### src/hw/rtl/lat_pkg.sv
// Package for the load average tracker: field widths, Q11 constants,
// register reset values and configuration register indexes.
// No dependencies.
package lat_pkg;

    localparam int CountW  = 11;
    localparam int AvgW    = 22;
    localparam int PeriodW = 16;
    localparam int DecayW  = 12;
    localparam int CfgIdxW = 8;
    localparam int CfgDataW = 16;
    localparam int QShift  = 11;
    localparam int NumAvg  = 3;

    localparam int MaxTasks = 1024;

    localparam logic [DecayW-1:0] QOne   = DecayW'(2048);
    localparam logic [AvgW-1:0]   AvgMax = AvgW'(4194303);

    localparam logic [PeriodW-1:0] PeriodReset      = PeriodW'(501);
    localparam logic [DecayW-1:0]  DecayShortReset  = DecayW'(1884);
    localparam logic [DecayW-1:0]  DecayMediumReset = DecayW'(2014);
    localparam logic [DecayW-1:0]  DecayLongReset   = DecayW'(2037);

    typedef logic [CfgIdxW-1:0] t_cfg_index;

    localparam t_cfg_index CfgUpdatePeriod = t_cfg_index'(0);
    localparam t_cfg_index CfgDecayShort   = t_cfg_index'(1);
    localparam t_cfg_index CfgDecayMedium  = t_cfg_index'(2);
    localparam t_cfg_index CfgDecayLong    = t_cfg_index'(3);

    typedef logic [AvgW-1:0]   t_avg;
    typedef logic [DecayW-1:0] t_decay;

endpackage

### src/hw/rtl/load_average_tracker.sv
// Load average tracker top level: input register, countdown, three Q11
// exponential folds and a result register.
// Depends on lat_pkg.
//
//  channel | valid        | ready        | payload
//  --------+--------------+--------------+---------------------------------------
//  in      | i_in_valid   | o_in_ready   | i_active_tasks
//  res     | o_res_valid  | i_res_ready  | o_updated, o_avg_short/medium/long
//  cfg     | i_cfg_valid  | o_cfg_ready  | i_cfg_index, i_cfg_data
//
// One beat per cycle sustained while the result is taken; a tick passes from the
// input register through the fold logic into the result register.
// The fold is three 22x12 and three 11x12 multiplies in parallel, combinational.
// Reset clears the averages, the countdown and loads the register defaults.
// A stalled result holds the input register; one tick waits there, no more.
// Configuration is always ready; decays act on the next tick, period on reload.
module load_average_tracker #(
    parameter int MaxTasks = lat_pkg::MaxTasks
) (
    input  logic                         i_clk,
    input  logic                         i_rst_n,
    input  logic                         i_in_valid,
    output logic                         o_in_ready,
    input  logic [lat_pkg::CountW-1:0]   i_active_tasks,
    output logic                         o_res_valid,
    input  logic                         i_res_ready,
    output logic                         o_updated,
    output logic [lat_pkg::AvgW-1:0]     o_avg_short,
    output logic [lat_pkg::AvgW-1:0]     o_avg_medium,
    output logic [lat_pkg::AvgW-1:0]     o_avg_long,
    input  logic                         i_cfg_valid,
    output logic                         o_cfg_ready,
    input  logic [lat_pkg::CfgIdxW-1:0]  i_cfg_index,
    input  logic [lat_pkg::CfgDataW-1:0] i_cfg_data
);

    localparam int XW = lat_pkg::AvgW + lat_pkg::DecayW + 1;
    localparam int QW = XW - lat_pkg::QShift;

    logic [lat_pkg::PeriodW-1:0] r_period;
    lat_pkg::t_decay             r_decay [lat_pkg::NumAvg];

    logic                        r_s1_valid;
    logic [lat_pkg::CountW-1:0]  r_s1_count;

    lat_pkg::t_avg               r_avg [lat_pkg::NumAvg];
    lat_pkg::t_avg               n_avg [lat_pkg::NumAvg];
    logic [lat_pkg::PeriodW-1:0] r_ticks;
    logic [lat_pkg::PeriodW-1:0] n_ticks;
    logic                        r_armed;
    logic                        n_fire;

    logic                        r_res_valid;
    logic                        r_updated;
    lat_pkg::t_avg               r_res_avg [lat_pkg::NumAvg];

    logic                        s1_adv;
    logic [lat_pkg::CountW-1:0]  count_sat;
    logic [lat_pkg::PeriodW-1:0] period_v;
    logic [lat_pkg::PeriodW-1:0] ticks_dec;

    lat_pkg::t_decay             d_sat  [lat_pkg::NumAvg];
    logic [XW-1:0]               prod_a [lat_pkg::NumAvg];
    logic [XW-1:0]               prod_b [lat_pkg::NumAvg];
    logic [XW-1:0]               x_sum  [lat_pkg::NumAvg];
    logic [QW-1:0]               q_val  [lat_pkg::NumAvg];
    logic [XW-1:0]               active_q;

    assign s1_adv      = r_s1_valid && (!r_res_valid || i_res_ready);
    assign o_in_ready  = !r_s1_valid || s1_adv;
    assign o_cfg_ready = 1'b1;

    always_ff @(posedge i_clk) begin
        if (!i_rst_n) begin
            r_period <= lat_pkg::PeriodReset;
            r_decay[0] <= lat_pkg::DecayShortReset;
            r_decay[1] <= lat_pkg::DecayMediumReset;
            r_decay[2] <= lat_pkg::DecayLongReset;
        end else if (i_cfg_valid) begin
            case (i_cfg_index)
                lat_pkg::CfgUpdatePeriod: r_period <= i_cfg_data;
                lat_pkg::CfgDecayShort:   r_decay[0] <= i_cfg_data[lat_pkg::DecayW-1:0];
                lat_pkg::CfgDecayMedium:  r_decay[1] <= i_cfg_data[lat_pkg::DecayW-1:0];
                lat_pkg::CfgDecayLong:    r_decay[2] <= i_cfg_data[lat_pkg::DecayW-1:0];
                default: ;
            endcase
        end
    end

    // Input register.
    always_ff @(posedge i_clk) begin
        if (!i_rst_n) begin
            r_s1_valid <= 1'b0;
        end else if (o_in_ready) begin
            r_s1_valid <= i_in_valid;
        end
    end

    always_ff @(posedge i_clk) begin
        if (i_in_valid && o_in_ready) begin
            r_s1_count <= i_active_tasks;
        end
    end

    // Countdown and fold.
    always_comb begin
        count_sat = (32'(r_s1_count) > 32'(MaxTasks))
                  ? lat_pkg::CountW'(MaxTasks) : r_s1_count;
        period_v  = (r_period == '0) ? lat_pkg::PeriodW'(1) : r_period;
        ticks_dec = (r_ticks != '0) ? r_ticks - lat_pkg::PeriodW'(1) : r_ticks;
        n_fire    = 1'b0;
        if (!r_armed) begin
            n_ticks = period_v;
        end else if (ticks_dec == '0) begin
            n_fire  = 1'b1;
            n_ticks = period_v;
        end else begin
            n_ticks = ticks_dec;
        end

        active_q = XW'({count_sat, lat_pkg::QShift'(0)});
        for (int k = 0; k < lat_pkg::NumAvg; k++) begin
            d_sat[k]  = (r_decay[k] > lat_pkg::QOne) ? lat_pkg::QOne : r_decay[k];
            prod_a[k] = XW'(r_avg[k]) * XW'(d_sat[k]);
            prod_b[k] = (XW'(count_sat) * XW'(lat_pkg::QOne - d_sat[k])) << lat_pkg::QShift;
            x_sum[k]  = prod_a[k] + prod_b[k]
                      + ((active_q >= XW'(r_avg[k]))
                         ? XW'(lat_pkg::QOne - lat_pkg::DecayW'(1)) : XW'(0));
            q_val[k]  = x_sum[k][XW-1:lat_pkg::QShift];
            n_avg[k]  = (q_val[k] > QW'(lat_pkg::AvgMax)) ? lat_pkg::AvgMax
                      : q_val[k][lat_pkg::AvgW-1:0];
        end
    end

    always_ff @(posedge i_clk) begin
        if (!i_rst_n) begin
            r_armed <= 1'b0;
            r_ticks <= '0;
            for (int k = 0; k < lat_pkg::NumAvg; k++) begin
                r_avg[k] <= '0;
            end
        end else if (s1_adv) begin
            r_armed <= 1'b1;
            r_ticks <= n_ticks;
            if (n_fire) begin
                for (int k = 0; k < lat_pkg::NumAvg; k++) begin
                    r_avg[k] <= n_avg[k];
                end
            end
        end
    end

    // Result register.
    always_ff @(posedge i_clk) begin
        if (!i_rst_n) begin
            r_res_valid <= 1'b0;
        end else if (s1_adv) begin
            r_res_valid <= 1'b1;
        end else if (i_res_ready) begin
            r_res_valid <= 1'b0;
        end
    end

    always_ff @(posedge i_clk) begin
        if (s1_adv) begin
            r_updated <= n_fire;
            for (int k = 0; k < lat_pkg::NumAvg; k++) begin
                r_res_avg[k] <= n_fire ? n_avg[k] : r_avg[k];
            end
        end
    end

    assign o_res_valid  = r_res_valid;
    assign o_updated    = r_updated;
    assign o_avg_short  = r_res_avg[0];
    assign o_avg_medium = r_res_avg[1];
    assign o_avg_long   = r_res_avg[2];

    a_armed_ticks: assert property (@(posedge i_clk) disable iff (!i_rst_n)
        r_armed |-> (r_ticks != '0))
        else $error("countdown at zero while armed");

    a_unarmed_zero: assert property (@(posedge i_clk) disable iff (!i_rst_n)
        !r_armed |-> (r_avg[0] == '0 && r_avg[1] == '0 && r_avg[2] == '0))
        else $error("averages moved before arming");

    a_update_armed: assert property (@(posedge i_clk) disable iff (!i_rst_n)
        (r_res_valid && r_updated) |-> r_armed)
        else $error("update reported before arming");

    a_hold_no_fire: assert property (@(posedge i_clk) disable iff (!i_rst_n)
        (s1_adv && !n_fire) |=>
            ($stable(r_avg[0]) && $stable(r_avg[1]) && $stable(r_avg[2])))
        else $error("averages changed on a tick without update");

endmodule
### config.mk
export PLATFORM = sky130hd
export DESIGN_NAME = load_average_tracker
export DESIGN_NICKNAME = d
export VERILOG_FILES = /design/src/hw/rtl/lat_pkg.sv /design/src/hw/rtl/load_average_tracker.sv
export SDC_FILE = /design/constraint.sdc
export NUM_CORES = 2
export LEC_CHECK = 0
export BUFFER_PORTS_ARGS = -buffer_cell sky130_fd_sc_hd__buf_2
export CAP_MARGIN = 5
export CORE_ASPECT_RATIO = 1.25
export CORE_MARGIN = 1
export CORE_UTILIZATION = 50
export CTS_CLUSTER_SIZE = 14
export DETAILED_ROUTE_END_ITERATION = 6
export GPL_ROUTABILITY_DRIVEN = 1
export PLACE_DENSITY = 0.66
export SLEW_MARGIN = 20
export SYNTH_ARGS = -nofsm -noshare
export SYNTH_HDL_FRONTEND = slang
export SYNTH_SLANG_ARGS = --single-unit
### constraint.sdc
create_clock -name i_clk -period 25.2 [get_ports i_clk]
set_clock_uncertainty 0.2 [all_clocks]
set_input_delay 2.52 -clock i_clk [delete_from_list [all_inputs] [get_ports i_clk]]
set_output_delay 2.52 -clock i_clk [all_outputs]
set_load 0.05 [all_outputs]
==> results.rst <==
.. list-table::
   :header-rows: 1

   * - Metric
     - Value
   * - Vias in the first global route
     - 42400
   * - Hold-fix buffer count after cts
     - 0
   * - Chip Width
     - 293 microns
   * - Total of cells resized after clock tree synthesis
     - 0
   * - Wire length of the first global-routing pass
     - between 200000 and 250000 microns
   * - Cell area after technology mapping
     - 52800 sq um
   * - CP Max Fanout
     - 46
   * - Tot Pwr
     - ~5.6 mW
   * - Largest delay contributor family on the critical path
     - adder cells
   * - Simple logic cell fraction of the synthesized area
     - 16.0%
   * - Die Footprint
     - about 110000 sq um
   * - Total Neg Setup Slack
     - 0 ps
   * - Setup crit start kind
     - flip-flop
   * - Most frequent standard cell in the layout excluding fill and tap cells
     - sky130_fd_sc_hd__inv_1
   * - Status
     - complete, no violations
   * - Type of the worst setup path
     - flip-flop to flip-flop
   * - Global placer's final weighted congestion
     - ~0.9
   * - First-pass DRT Iterations
     - 6
   * - Hold/Removal Path Class
     - flip-flop to flip-flop
   * - Sink Count
     - 215
   * - Yosys warns
     - 0
   * - Boundary pin count
     - 110
   * - Setup Viol. Count Final
     - 0
   * - Most used flip-flop cell after synthesis
     - sky130_fd_sc_hd__edfxtp_1
   * - Critical Path RT
     - 25300 ps
   * - Mean number of vias per cell
     - approximately 5.4
   * - Launch point of the worst reg-to-reg path
     - r_decay[0][11]$_DFFE_PP_
   * - Antenna violations before repair
     - 0
   * - Leading cell types in the layout, fill and taps excluded
     - sky130_fd_sc_hd__inv_1, sky130_fd_sc_hd__nand2_1, sky130_fd_sc_hd__fa_1, sky130_fd_sc_hd__ha_1, sky130_fd_sc_hd__nor2_1
   * - Worst setup EP type
     - flip-flop
   * - GRT Resource Usage Total
     - 26.6%
   * - Largest family of logic cells by synthesized area
     - adder cells
   * - Number of nets with antenna violations after detailed routing
     - 0
   * - Fraction of the mapped netlist area in compound gates
     - 6.91%
   * - P&R area growth vs syn
     - 5.14%
   * - Max-slew violations
     - 0
   * - Non-Filler Cell Area, Final
     - about 56000 sq um
   * - Final Critical Period
     - 13010 ps
   * - Number of DRC violations after detailed routing
     - 0
   * - Post-placement cell area
     - 54600 sq um
   * - Remaining Overflow, GRT
     - 0
   * - Post-synth EDFFs
     - 180
   * - Final WL
     - 135000 microns
   * - Worst Setup SP
     - r_decay[0][11]$_DFFE_PP_
   * - Cell row count
     - approximately 130
   * - Proportion of synthesized flip-flops having asynchronous set or reset
     - 0%
   * - Detailed Route Iter0 Violations
     - 2215
   * - Chip height
     - 365 microns
   * - Buffers added on ports
     - 108
   * - Critical path arrival
     - 13110 ps
   * - Share of the clock period used by the worst path after layout
     - approximately 52%
   * - Worst voltage drop across the vdd grid
     - 0.195 mV
   * - Core Area
     - 104000 sq um
   * - Slew of the pin with the lowest slew margin
     - around 1200 ps
   * - Routed wire per std cell
     - 18.4 microns
   * - Max Freq
     - 76.9 MHz
   * - Gate Count Post-Synth
     - 5964
   * - Launch instance of the worst min-delay path
     - r_period[12]$_SDFFE_PN0P_
   * - Clock tree from TritonCTS
     - yes
   * - CP dominant cell by count
     - sky130_fd_sc_hd__fa_1
   * - Deepest clock path buffer count
     - 3
   * - Worst slew margin relative to its limit
     - 22.0%
   * - Fraction of synthesized cell area in xor and xnor cells
     - around 2.7%
   * - Largest stage delay on the critical path
     - about 850 ps
   * - Post-synthesis area per instance
     - slightly below 9 sq um
   * - Setup repair after global routing missed its margin
     - false
   * - Vias post-DR
     - 39300
   * - Clk Tree Root Cell
     - sky130_fd_sc_hd__clkbuf_16
   * - Post-CTS Setup Repair Bufs
     - 0
   * - Half-perimeter wire length after placement
     - 106000 microns
   * - Total power per unit cell area
     - 100 nW/um^2
   * - Fraction of the mapped netlist area in adder cells
     - 51.0%
   * - Final count of hold timing violations
     - 0
   * - Sequential-to-total area share from yosys stat
     - between 10% and 20%
   * - Worst skew pair latency
     - 630 ps
   * - Number of buffers and inverters on the critical path
     - 7
   * - Share of final-layout standard cells stronger than drive strength 1
     - 5.26%
   * - Count of state elements after synthesis
     - between 200 and 250
   * - Syn_nets
     - 7503
   * - Number of levels the H-tree was split into
     - 1
   * - Leak pwr
     - around 27 nW
   * - Largest net degree at the start of global routing
     - 55
   * - Layout Utilization
     - 53.3%
   * - Cell at the slowest stage of the critical path
     - sky130_fd_sc_hd__a21oi_1
   * - Number of nets in the finished design
     - 7432
   * - Initial core utilization
     - 50.7%
   * - Portion of netlist area occupied by mux cells
     - 0.197%
   * - Distinct cell type count after synthesis
     - 84
   * - Clock-pin slew on the worst setup and hold paths
     - 60 ps
   * - CTS Buf Count
     - 27
   * - Number of violations of the max-capacitance limit
     - 0
final cells by class:
type,instances,area [sq um]
diodes,3,7.51
multi-input cells,4133,40600
fillers,9698,48700
clock inverters,19,204
flip-flops and latches,215,6110
clock buffers,29,683
inverters,1332,5000
well taps,1407,1760
repair buffers,184,1110
per-layer routing:
metal / routed length [microns] / vias to the layer above / track usage (%)
met5: 0 / - / 0
met4: 6390 / 0 / 11.3
met3: 6230 / 310 / 2.37
met2: 70800 / 1023 / 49.2
met1: 51600 / 20100 / 31.5
li1: - / 17900 / -
power breakdown:
| group | internal (mW) | total [mW] | switching, mW |
|---|---|---|---|
| registers | 0.402 | 0.428 | 0.0260 |
| logic | 1.83 | 4.73 | 2.91 |
| clock network | 0.221 | 0.403 | 0.181 |
path summary, 6_finish.rpt:
check / to / slack [ps] / cells after the start
worst max register to register: r_res_avg[0][7]$_DFFE_PP_ / 12190 / 40
worst min-delay path: r_period[12]$_SDFFE_PN0P_ / 280 / 2
worst min register to register: r_period[12]$_SDFFE_PN0P_ / 280 / 2
worst max-delay path: r_res_avg[0][7]$_DFFE_PP_ / 12190 / 40
sequential cells by signal, indices dropped and copies added, names as in the netlist:
signal / cells
r_decay: 36
r_s1_valid: 1
r_period: 16
r_avg: 66
o_res_valid: 1
o_updated: 1
r_ticks: 16
r_res_avg: 66
r_armed: 1
r_s1_count: 11
Yosys cell counts (16+ instances only):
cell type / number / area, sq um
sky130_fd_sc_hd__a31oi_1: 56 / 350
sky130_fd_sc_hd__dfxtp_1: 35 / 701
sky130_fd_sc_hd__o21ai_0: 88 / 440
sky130_fd_sc_hd__o21a_1: 20 / 150
sky130_fd_sc_hd__nor4_1: 21 / 131
sky130_fd_sc_hd__a21oi_1: 197 / 986
sky130_fd_sc_hd__buf_2: 18 / 90.1
sky130_fd_sc_hd__inv_1: 1325 / 4970
sky130_fd_sc_hd__and3_1: 16 / 100
sky130_fd_sc_hd__a21oi_2: 21 / 184
sky130_fd_sc_hd__or3_1: 26 / 163
sky130_fd_sc_hd__nor2b_1: 58 / 363
sky130_fd_sc_hd__nand2b_1: 27 / 169
sky130_fd_sc_hd__fa_1: 1089 / 21800
sky130_fd_sc_hd__nor3_1: 62 / 310
sky130_fd_sc_hd__nand2_1: 1103 / 4140
sky130_fd_sc_hd__nand4_1: 20 / 125
sky130_fd_sc_hd__nor2_1: 245 / 920
sky130_fd_sc_hd__xnor2_1: 109 / 955
sky130_fd_sc_hd__nand3_1: 43 / 215
sky130_fd_sc_hd__edfxtp_1: 180 / 5410
sky130_fd_sc_hd__a21o_1: 72 / 541
sky130_fd_sc_hd__a211oi_1: 18 / 135
sky130_fd_sc_hd__and2_1: 212 / 1330
sky130_fd_sc_hd__xor2_1: 52 / 455
sky130_fd_sc_hd__ha_1: 410 / 5130
sky130_fd_sc_hd__clkbuf_1: 245 / 920
worst register-to-register path: cells and delay by family (launching register included):
kind / cells / cell delay, ps
adder cells (fa/ha/maj): 12 / 5650
AO/OA/AOI/OAI: 9 / 2640
AND/OR/NAND/NOR: 10 / 2430
buffers and inverters: 7 / 1120
flip-flops: 1 / 320
XOR/XNOR: 2 / 310
cells by family after synthesis:
logic type                 Yosys count
DFF                                215
adders and majority gates         1499
AOI/OAI and AO/OA                  574
xor gates and xnor gates           161
muxes                               10
other                                1
buffers and inverters             1616
and+or+nand+nor                   1888
per-stage QoR:
step / hold WS, ps / std cells / setup slack [ps]
after global routing: 302 / 7319 / 11400
after CTS: 276 / 7319 / 12090
final: 276 / 7322 / 12190
after detailed placement: 268 / 7271 / 12150
after floorplan: 243 / 5964 / 14040
after global placement: 261 / 7271 / 12340
Power figures use the tool's default switching activity.
